`src/rtl/core/srd_pkg.sv`:
```
`timescale 1ns / 1ps
// Package for the scanline downscaler: sizes, register and mode codes,
// pixel helper functions. No dependencies.
package srd_pkg;

  localparam int HALF_WIDTH  = 128;
  localparam int HALF_HEIGHT = 120;
  localparam int ADDR_W      = $clog2(HALF_WIDTH);

  localparam int PIX_W   = 16;
  localparam int RGB_W   = 15;
  localparam int LINE_W  = 8;
  localparam int PAIR_W  = 7;
  localparam int COORD_W = 8;

  localparam int CFG_IDX_W  = 2;
  localparam int CFG_DATA_W = 2;

  localparam logic [CFG_IDX_W-1:0] REG_SCALE_MODE       = 2'd0;
  localparam logic [CFG_IDX_W-1:0] REG_INTERLACE_ENABLE = 2'd1;
  localparam logic [CFG_IDX_W-1:0] REG_FIELD_SELECT     = 2'd2;

  localparam logic [1:0] MODE_BOX     = 2'd0;
  localparam logic [1:0] MODE_NEAREST = 2'd1;
  localparam logic [1:0] MODE_FULL    = 2'd2;

  localparam logic [RGB_W-1:0] RGB_MASK   = 15'h7FFF;
  localparam logic [RGB_W-1:0] CARRY_BITS = 15'h0421;
  localparam logic [RGB_W-1:0] RG_MASK    = 15'h7FE0;
  localparam logic [RGB_W-1:0] BLUE_MASK  = 15'h001F;

  typedef enum logic [1:0] {
    KIND_BOX,
    KIND_NEAREST,
    KIND_FULL
  } srd_kind_e;

  function automatic logic [RGB_W-1:0] srd_mean555(input logic [RGB_W-1:0] a,
                                                   input logic [RGB_W-1:0] b);
    logic [RGB_W:0] sum;
    sum = {1'b0, a & RGB_MASK} + {1'b0, b & RGB_MASK} - {1'b0, (a ^ b) & CARRY_BITS};
    return sum[RGB_W:1];
  endfunction

  function automatic logic [PIX_W-1:0] srd_to565(input logic [RGB_W-1:0] v);
    logic [RGB_W-1:0] rg;
    logic [RGB_W-1:0] bl;
    rg = v & RG_MASK;
    bl = v & BLUE_MASK;
    return {rg, 1'b0} | {1'b0, bl};
  endfunction

endpackage

```
`src/rtl/core/srd_if.sv`:
```
`timescale 1ns / 1ps
// Channel interfaces of the scanline downscaler: pixel pair input,
// RGB565 result output and register write port. Depends on srd_pkg.
interface srd_pix_in_if;
  import srd_pkg::*;
  logic              valid;
  logic              ready;
  logic [PIX_W-1:0]  pixel_left;
  logic [PIX_W-1:0]  pixel_right;
  logic [LINE_W-1:0] line_number;
  logic [PAIR_W-1:0] pair_index;

  modport source (output valid, pixel_left, pixel_right, line_number, pair_index,
                  input ready);
  modport sink   (input valid, pixel_left, pixel_right, line_number, pair_index,
                  output ready);
endinterface

interface srd_pix_out_if;
  import srd_pkg::*;
  logic               valid;
  logic               ready;
  logic [PIX_W-1:0]   pixel_out;
  logic [LINE_W-1:0]  out_row;
  logic [COORD_W-1:0] out_col;
  logic               last_of_item;

  modport source (output valid, pixel_out, out_row, out_col, last_of_item,
                  input ready);
  modport sink   (input valid, pixel_out, out_row, out_col, last_of_item,
                  output ready);
endinterface

interface srd_cfg_if;
  import srd_pkg::*;
  logic                  valid;
  logic                  ready;
  logic [CFG_IDX_W-1:0]  index;
  logic [CFG_DATA_W-1:0] data;

  modport source (output valid, index, data, input ready);
  modport sink   (input valid, index, data, output ready);
endinterface

```
`src/rtl/core/scanline_rgb555_downscaler_core.sv`:
```
`timescale 1ns / 1ps
// Scanline RGB555 to RGB565 downscaler, three-stage pipeline with row store.
// Depends on srd_pkg and the interfaces in srd_if.sv.
//
// Usage:
//   pix_i carries one pair of adjacent source pixels per transaction, with
//   its line and pair index. pix_o carries RGB565 result pixels with their
//   destination row and column; last_of_item marks the final one of a pair.
//   cfg_i writes scale_mode (0), interlace_enable (1), field_select (2); it is
//   always ready; write it only while the pipeline is empty (not enforced).
// Timing:
//   One pair enters per cycle while pix_i.ready is high. Stage 1 reads the
//   even-row store and forms the horizontal average, stage 2 forms the
//   vertical average and the RGB565 pixels, stage 3 holds the results for
//   pix_o. A pair passes the stage 1, 2 and 3 registers before its result
//   is valid on pix_o. Full-resolution mode gives two results per pair, one
//   per cycle from stage 3 while pix_o.ready is high, and stage 3 takes no
//   new pair until the second result is taken.
// Reset:
//   Clears all stages, the store valid bits (the store reads as zero) and
//   loads scale_mode 2, interlace_enable 1, field_select 0.
// Stall:
//   When pix_o.ready is low, stage 3 holds; earlier stages keep filling
//   bubbles and pix_i.ready drops once all three stages are full.
module scanline_rgb555_downscaler_core (
  input  logic                clk_i,
  input  logic                rst_ni,
  srd_pix_in_if.sink          pix_i,
  srd_pix_out_if.source       pix_o,
  srd_cfg_if.sink             cfg_i
);
  import srd_pkg::*;

  logic [1:0] mode_q;
  logic       ilace_q;
  logic       fsel_q;

  logic [RGB_W-1:0] store_mem [HALF_WIDTH];
  logic [HALF_WIDTH-1:0] store_vld_q;

  logic              v1_q;
  logic [PIX_W-1:0]  s1_left_q;
  logic [PIX_W-1:0]  s1_right_q;
  logic [LINE_W-1:0] s1_line_q;
  logic [PAIR_W-1:0] s1_pair_q;
  logic [RGB_W-1:0]  s1_rd_data_q;
  logic              s1_rd_vld_q;
  logic              s1_fwd_q;
  logic [RGB_W-1:0]  s1_fwd_data_q;

  logic               v2_q;
  srd_kind_e          s2_kind_q;
  logic [RGB_W-1:0]   s2_h_q;
  logic [RGB_W-1:0]   s2_above_q;
  logic [RGB_W-1:0]   s2_left_q;
  logic [RGB_W-1:0]   s2_right_q;
  logic [LINE_W-1:0]  s2_row_q;
  logic [COORD_W-1:0] s2_col_q;

  logic               v3_q;
  logic [PIX_W-1:0]   s3_pix_a_q;
  logic [PIX_W-1:0]   s3_pix_b_q;
  logic [LINE_W-1:0]  s3_row_q;
  logic [COORD_W-1:0] s3_col_q;
  logic               s3_two_q;
  logic               ph_q;

  logic rdy1, rdy2, rdy3;
  logic out_last;

  logic [RGB_W-1:0]   s1_h;
  logic [RGB_W-1:0]   s1_above;
  logic               s1_odd;
  logic               s1_pair_ok;
  logic               s1_row_ok;
  logic               s1_wr;
  logic               s1_emit;
  srd_kind_e          s1_kind;
  logic [LINE_W-1:0]  s1_row;
  logic [COORD_W-1:0] s1_col;
  logic               fwd_d;

  logic [PIX_W-1:0] s2_pix_a;
  logic [PIX_W-1:0] s2_pix_b;

  // Handshake chain
  assign out_last    = ph_q || !s3_two_q;
  assign rdy3        = !v3_q || (pix_o.ready && out_last);
  assign rdy2        = !v2_q || rdy3;
  assign rdy1        = !v1_q || rdy2;
  assign pix_i.ready = rdy1;
  assign cfg_i.ready = 1'b1;

  // Configuration registers
  always_ff @(posedge clk_i or negedge rst_ni) begin
    if (!rst_ni) begin
      mode_q  <= MODE_FULL;
      ilace_q <= 1'b1;
      fsel_q  <= 1'b0;
    end else if (cfg_i.valid) begin
      unique case (cfg_i.index)
        REG_SCALE_MODE:       mode_q  <= cfg_i.data[1:0];
        REG_INTERLACE_ENABLE: ilace_q <= cfg_i.data[0];
        REG_FIELD_SELECT:     fsel_q  <= cfg_i.data[0];
        default: ;
      endcase
    end
  end

  // Stage 1 decode
  always_comb begin
    s1_h       = srd_mean555(s1_left_q[RGB_W-1:0], s1_right_q[RGB_W-1:0]);
    s1_odd     = s1_line_q[0];
    s1_pair_ok = int'(s1_pair_q) < HALF_WIDTH;
    s1_row_ok  = int'(s1_line_q[LINE_W-1:1]) < HALF_HEIGHT;
    s1_above   = s1_fwd_q ? s1_fwd_data_q : (s1_rd_vld_q ? s1_rd_data_q : '0);
    s1_wr      = 1'b0;
    s1_emit    = 1'b0;
    s1_kind    = KIND_FULL;
    s1_row     = s1_line_q;
    s1_col     = {s1_pair_q, 1'b0};
    unique case (mode_q)
      MODE_BOX: begin
        s1_kind = KIND_BOX;
        s1_wr   = s1_pair_ok && !s1_odd;
        s1_emit = s1_pair_ok && s1_odd && s1_row_ok;
        s1_row  = {1'b0, s1_line_q[LINE_W-1:1]};
        s1_col  = {1'b0, s1_pair_q};
      end
      MODE_NEAREST: begin
        s1_kind = KIND_NEAREST;
        s1_emit = s1_pair_ok && !s1_odd && s1_row_ok;
        s1_row  = {1'b0, s1_line_q[LINE_W-1:1]};
        s1_col  = {1'b0, s1_pair_q};
      end
      MODE_FULL: begin
        s1_kind = KIND_FULL;
        s1_emit = s1_pair_ok && !(ilace_q && (s1_odd != fsel_q));
      end
      default: ;
    endcase
  end

  // Forward an even-line write that lands in the same cycle as the read
  assign fwd_d = v1_q && rdy2 && s1_wr && (s1_pair_q == pix_i.pair_index);

  // Row store, registered read
  always_ff @(posedge clk_i) begin
    if (v1_q && rdy2 && s1_wr) begin
      store_mem[s1_pair_q[ADDR_W-1:0]] <= s1_h;
    end
    if (rdy1) begin
      s1_rd_data_q <= store_mem[pix_i.pair_index[ADDR_W-1:0]];
    end
  end

  always_ff @(posedge clk_i or negedge rst_ni) begin
    if (!rst_ni) begin
      store_vld_q <= '0;
      s1_rd_vld_q <= 1'b0;
    end else begin
      if (v1_q && rdy2 && s1_wr) begin
        store_vld_q[s1_pair_q[ADDR_W-1:0]] <= 1'b1;
      end
      if (rdy1) begin
        s1_rd_vld_q <= store_vld_q[pix_i.pair_index[ADDR_W-1:0]];
      end
    end
  end

  // Stage 1 registers
  always_ff @(posedge clk_i or negedge rst_ni) begin
    if (!rst_ni) begin
      v1_q     <= 1'b0;
      s1_fwd_q <= 1'b0;
    end else if (rdy1) begin
      v1_q     <= pix_i.valid;
      s1_fwd_q <= fwd_d;
    end
  end

  always_ff @(posedge clk_i) begin
    if (rdy1) begin
      s1_left_q     <= pix_i.pixel_left;
      s1_right_q    <= pix_i.pixel_right;
      s1_line_q     <= pix_i.line_number;
      s1_pair_q     <= pix_i.pair_index;
      s1_fwd_data_q <= s1_h;
    end
  end

  // Stage 2 registers
  always_ff @(posedge clk_i or negedge rst_ni) begin
    if (!rst_ni) begin
      v2_q <= 1'b0;
    end else if (rdy2) begin
      v2_q <= v1_q && s1_emit;
    end
  end

  always_ff @(posedge clk_i) begin
    if (rdy2) begin
      s2_kind_q  <= s1_kind;
      s2_h_q     <= s1_h;
      s2_above_q <= s1_above;
      s2_left_q  <= s1_left_q[RGB_W-1:0];
      s2_right_q <= s1_right_q[RGB_W-1:0];
      s2_row_q   <= s1_row;
      s2_col_q   <= s1_col;
    end
  end

  // Stage 2 pixel formation
  always_comb begin
    s2_pix_b = srd_to565(s2_right_q);
    unique case (s2_kind_q)
      KIND_BOX:     s2_pix_a = srd_to565(srd_mean555(s2_above_q, s2_h_q));
      KIND_NEAREST: s2_pix_a = srd_to565(s2_left_q);
      KIND_FULL:    s2_pix_a = srd_to565(s2_left_q);
      default:      s2_pix_a = srd_to565(s2_left_q);
    endcase
  end

  // Stage 3 registers and result sequencing
  always_ff @(posedge clk_i or negedge rst_ni) begin
    if (!rst_ni) begin
      v3_q <= 1'b0;
      ph_q <= 1'b0;
    end else begin
      if (rdy3) begin
        v3_q <= v2_q;
      end
      if (v3_q && pix_o.ready) begin
        ph_q <= !out_last;
      end
    end
  end

  always_ff @(posedge clk_i) begin
    if (rdy3) begin
      s3_pix_a_q <= s2_pix_a;
      s3_pix_b_q <= s2_pix_b;
      s3_row_q   <= s2_row_q;
      s3_col_q   <= s2_col_q;
      s3_two_q   <= (s2_kind_q == KIND_FULL);
    end
  end

  assign pix_o.valid        = v3_q;
  assign pix_o.pixel_out    = ph_q ? s3_pix_b_q : s3_pix_a_q;
  assign pix_o.out_row      = s3_row_q;
  assign pix_o.out_col      = {s3_col_q[COORD_W-1:1], s3_col_q[0] | ph_q};
  assign pix_o.last_of_item = out_last;

endmodule

```
`src/flat_wrapper.sv`:
```
// flat-port wrapper written by rule: the top's interface ports become plain ports
module scanline_rgb555_downscaler_core_flat import srd_pkg::*;
  (clk_i, rst_ni, pix_i_valid, pix_i_pixel_left, pix_i_pixel_right, pix_i_line_number, pix_i_pair_index, pix_i_ready, pix_o_valid, pix_o_pixel_out, pix_o_out_row, pix_o_out_col, pix_o_last_of_item, pix_o_ready, cfg_i_valid, cfg_i_index, cfg_i_data, cfg_i_ready);
  srd_pix_in_if pix_i_i ();
  srd_pix_out_if pix_o_i ();
  srd_cfg_if cfg_i_i ();
  input  logic clk_i;
  input  logic rst_ni;
  input wire logic [$bits(pix_i_i.valid)-1:0] pix_i_valid;
  input wire logic [$bits(pix_i_i.pixel_left)-1:0] pix_i_pixel_left;
  input wire logic [$bits(pix_i_i.pixel_right)-1:0] pix_i_pixel_right;
  input wire logic [$bits(pix_i_i.line_number)-1:0] pix_i_line_number;
  input wire logic [$bits(pix_i_i.pair_index)-1:0] pix_i_pair_index;
  output wire logic [$bits(pix_i_i.ready)-1:0] pix_i_ready;
  output wire logic [$bits(pix_o_i.valid)-1:0] pix_o_valid;
  output wire logic [$bits(pix_o_i.pixel_out)-1:0] pix_o_pixel_out;
  output wire logic [$bits(pix_o_i.out_row)-1:0] pix_o_out_row;
  output wire logic [$bits(pix_o_i.out_col)-1:0] pix_o_out_col;
  output wire logic [$bits(pix_o_i.last_of_item)-1:0] pix_o_last_of_item;
  input wire logic [$bits(pix_o_i.ready)-1:0] pix_o_ready;
  input wire logic [$bits(cfg_i_i.valid)-1:0] cfg_i_valid;
  input wire logic [$bits(cfg_i_i.index)-1:0] cfg_i_index;
  input wire logic [$bits(cfg_i_i.data)-1:0] cfg_i_data;
  output wire logic [$bits(cfg_i_i.ready)-1:0] cfg_i_ready;
  assign pix_i_i.valid = pix_i_valid;
  assign pix_i_i.pixel_left = pix_i_pixel_left;
  assign pix_i_i.pixel_right = pix_i_pixel_right;
  assign pix_i_i.line_number = pix_i_line_number;
  assign pix_i_i.pair_index = pix_i_pair_index;
  assign pix_i_ready = pix_i_i.ready;
  assign pix_o_valid = pix_o_i.valid;
  assign pix_o_pixel_out = pix_o_i.pixel_out;
  assign pix_o_out_row = pix_o_i.out_row;
  assign pix_o_out_col = pix_o_i.out_col;
  assign pix_o_last_of_item = pix_o_i.last_of_item;
  assign pix_o_i.ready = pix_o_ready;
  assign cfg_i_i.valid = cfg_i_valid;
  assign cfg_i_i.index = cfg_i_index;
  assign cfg_i_i.data = cfg_i_data;
  assign cfg_i_ready = cfg_i_i.ready;
  scanline_rgb555_downscaler_core u_core (.clk_i(clk_i), .rst_ni(rst_ni), .pix_i(pix_i_i), .pix_o(pix_o_i), .cfg_i(cfg_i_i));
endmodule
```
`config.mk`:
```
export PLATFORM = sky130hd
export DESIGN_NAME = scanline_rgb555_downscaler_core_flat
export DESIGN_NICKNAME = d
export VERILOG_FILES = /design/src/rtl/core/srd_pkg.sv /design/src/rtl/core/srd_if.sv /design/src/rtl/core/scanline_rgb555_downscaler_core.sv /design/src/flat_wrapper.sv
export SDC_FILE = /design/constraint.sdc
export NUM_CORES = 2
export LEC_CHECK = 0
export ABC_AREA = 0
export BUFFER_PORTS_ARGS = -buffer_cell sky130_fd_sc_hd__buf_2
export CORE_ASPECT_RATIO = 1.2
export CORE_MARGIN = 4
export CORE_UTILIZATION = 50
export CTS_CLUSTER_DIAMETER = 120
export DETAILED_ROUTE_END_ITERATION = 8
export PLACE_DENSITY = 0.62
export SYNTH_ARGS = -nofsm -noshare
export SYNTH_HDL_FRONTEND = slang
export SYNTH_SLANG_ARGS = --single-unit
```
`constraint.sdc`:
```
create_clock -name clk_i -period 34.6 [get_ports clk_i]
set_input_delay 6.92 -clock clk_i [delete_from_list [all_inputs] [get_ports clk_i]]
set_output_delay 6.92 -clock clk_i [all_outputs]
set_load 0.01 [all_outputs]
```
==> results <==
- The detailed placer's ending HPWL is 107,000 um.
- The maximum VDD drop is 0.0920 mV.
- From synthesis to final layout, the design area changed by 12.1%.
- The main flop type after synthesis is edfxtp_1.
- The TritonCTS clock tree is yes.
- The full die area is 183,000 um^2.
- The startpoint-to-endpoint class of the critical path is input port to primary output.
- The post-CTS setup-driven buffer insertion count is 0.
- The synthesized area divided by synthesized cell count is 22.6 um^2.
- The number of cell rows is 168.
- The first global-routing pass estimated 274,000 um of wire.
- At the worst endpoint, the arrival time is 8.33 ns.
- The clock buffer count from CTS is 203.
- Setup violations remaining at the end of the flow were counted as 0.
- Setup slack on the worst reg-to-reg path comes out at 29.61 ns.
- The end of the worst register-to-register path is u_core.store_mem[84][13].
- The initial antenna violation count came to 16.
- After layout, the worst path uses 44.1% of the clock period.
- The cell depth of the worst hold path is 0.
- The die width is 391 um.
- The first TritonRoute pass finished after 5 iterations.
- For the pin with the worst max-slew slack, the measured transition is 1.30 ns.
- The path class of the tightest hold or removal check is flip-flop to flip-flop.
- The post-layout minimum cycle time is 15.25 ns.
- The final max-slew violation count is 0.
- The post-detailed-route DRC marker count is 0.
- In this run the number of H-tree levels came out at 4.
- The number of clock sinks is 2,258.
- The pre-CTS setup slack is 19.35 ns.
- The share of synthesized flip-flops with an asynchronous set or reset is 6.11%.
- The synthesized cell area is 87,900 um^2.
- The number of vias in the routed layout is 38,700.
- The via-per-instance ratio is 5.85.
- The post-synth net total is 4,005.
- Wires add up to 183,000 um.
- The kind of start point of the critical path is an input port.
- The clock latency at the later pin of the worst-skew pair is 0.83 ns.
- In this run the most critical hold path is launched from u_core.s2_right_q[12].
- CTS placed an instance of clkbuf_16 at the clock tree root.
- The floorplan step defined a core boundary enclosing 175,000 um^2.
- The number of enable-type register cells in the synthesized netlist is 2,120.
- The longest clock path from root to sink contains 3 buffers.
- The combined global-route utilization of all metal layers is 20.5%.
- The initial core utilization is 50.3%.
- The cell count after synthesis is 3,890.
- The final global-route overflow total is 0.
- The tightest slew margin relative to the limit is 13.4%.
- The met2 global-route usage is 34.2%.
- The post-CTS resize count is 0.
- The hold-fix buffer count after cts is 0.
- The critical register-to-register path startpoint is u_core.s1_right_q[0].
- The highest fanout seen on the critical path is 31.
- The required time reported for the critical path endpoint is 27.68 ns.
- The path with the worst hold slack has its endpoint at u_core.s3_pix_b_q[13].
- The number of maximum-capacitance violations is 0.
- Input and output buffers added on the ports amount to 87.
- The Yosys step of the flow raised 0 warnings.
- For the worst flop-to-flop path, the logic depth is 14.
- After clock tree synthesis, the clock-pin slew on the worst setup and hold paths is 0.06 ns.
- The count of nets left with antenna violations after detail routing is 0.
- The flow ran to the end, and the final reports show no timing, DRC or antenna violations.
- The largest net degree at the start of global routing is 136.
- The most crowded layer after global routing is met2.
- For this run, global-route usage on met1 was measured as 28.2%.
- In the final design database the tool counted 4,253 nets.
- Setup repair after global routing left no endpoint under its margin.
- The final worst slack is 19.35 ns.
- The number of global-route vias before repair came to 40,700.
- 92 I/O pins were placed.
- The top cell types in the final layout, fill and taps aside, are edfxtp_1 (2,120), mux4_2 (667), clkbuf_16 (204).
- The synthesized design contains 2,258 register bits.
- The setup skew after layout is 0.0309 ns.
- The number of design-rule violations left by the first detailed-router iteration is 3,551.
- Adding up every negative setup slack in the final design gives 0 ns.
- The met3 track demand over resource in global routing is 3.41%.
- The post-synthesis sequential area ratio is 76.3%.
- In the final layout, the share of cells above drive strength 1 is 32.5%.
- The static leakage is 32.4 nW.
- Dividing the detail-routed wire length by the instance count gives 27.7 um.
- Derived from the worst setup path, the maximum achievable clock frequency is 0.0656 GHz.
- The capturing element type of the critical path is a primary output.
- Leaving out fill and tap cells, the most frequent cell in the layout is edfxtp_1.
- The die is 467 um tall.
- The number of distinct standard cells referenced by the synthesized netlist is 56.
- The power density over cell area is 76.1 nW/um^2.
- The count of endpoints failing hold in the final timing report came to 0.
- The final estimated routing congestion in global placement is 0.764.
- The start point of the critical path is pix_o_ready.
==> synthesized netlist by cell type (21+ instances only) <==
cell type	n	area share, %
ha_1	57	0.81
inv_1	104	0.44
edfxtp_1	2120	72
o21ai_0	25	0.14
dfrtp_1	136	3.9
or2_2	68	0.48
nand2_1	49	0.21
o21bai_1	65	0.55
buf_4	21	0.18
mux2_2	49	0.63
buf_2	40	0.23
xnor2_1	21	0.21
nor2_1	148	0.63
mux4_2	667	17
clkbuf_1	109	0.47
buf_1	31	0.13
==> through the flow <==
stage | cell area, um^2 | total power [mW] | util, % | std cells | hold slack, ns
after floorplan | 87900 | 4.88 | - | 3890 | 0.400
after global placement | 91900 | 5.27 | 52.6 | 6228 | 0.400
after detailed placement | 91900 | 5.35 | 52.6 | 6228 | 0.405
after CTS | 98600 | 7.60 | 56.4 | 6606 | 0.418
after global routing | 98600 | 7.85 | 56.4 | 6610 | 0.422
final | 98600 | 7.51 | 56.4 | 6612 | 0.418
==> worst max-delay path: stages <==
cell	delay, ns
buf_2	0.10
a21boi_0	0.27
and2_1	0.40
nand2_4	0.33
buf_2	0.26
==> kinds of logic (layout without fill, tap and decap cells) <==
| group | Yosys count | in the layout | share of synthesized area (%) |
|---|---|---|---|
| adders and majority gates | 59 | 59 | 0.856 |
| buffers and inverters | 309 | 730 | 1.50 |
| other | 2 | 8 | 0.00854 |
| AOI/OAI and AO/OA | 161 | 161 | 1.29 |
| DFF | 2258 | 2258 | 76.3 |
| xor gates and xnor gates | 39 | 39 | 0.388 |
| muxes | 720 | 720 | 17.8 |
| and+or+nand+nor | 342 | 342 | 1.88 |
==> state kept, by name (all words and copies together) (netlist names), 2 cells and up <==
name,count
u_core.store_mem,1920
u_core.s3_col_q,8
u_core.s1_pair_q,7
u_core.s1_fwd_data_q,15
u_core.s1_left_q,15
u_core.s3_pix_b_q,15
u_core.s3_pix_a_q,15
u_core.s2_col_q,8
u_core.s1_right_q,15
u_core.pix_o.out_row,8
u_core.s2_right_q,15
u_core.s1_line_q,8
u_core.s2_kind_q,2
u_core.s2_h_q,15
u_core.s2_left_q,15
u_core.store_vld_q,128
u_core.s2_above_q,15
u_core.s2_row_q,8
u_core.s1_rd_data_q,15
u_core.mode_q,2
==> worst max path at each step <==
stage | end | cells past startpoint
2_1_floorplan | pix_i_ready | 3
3_3_place_gp | pix_i_ready | 5
3_5_place_dp | pix_i_ready | 5
4_1_cts | pix_i_ready | 5
5_1_grt | pix_i_ready | 5
6_report | pix_i_ready | 5
==> cell type report <==
cell class	instances	area (um^2)
fillers	12700	76100
clock inverters	125	1320
repair buffers	248	1750
inverters	104	392
flip-flops and latches	2258	67100
well taps	2295	2870
multi-input cells	1323	19800
clock buffers	253	5360
diodes	6	15.0
==> layer usage <==
metal	part of all wire [%]	wire length, um
met5	0.0065	12
met4	2.6	4740
met3	5.5	10100
met2	51	93200
met1	41	75400
==> where the power goes <==
| group | internal [mW] | switching, mW |
|---|---|---|
| sequential | 3.84 | 0.0497 |
| combinational | 0.336 | 1.03 |
| clock | 1.27 | 0.971 |
| total | 5.45 | 2.05 |
(Power assumes the default switching activity.)
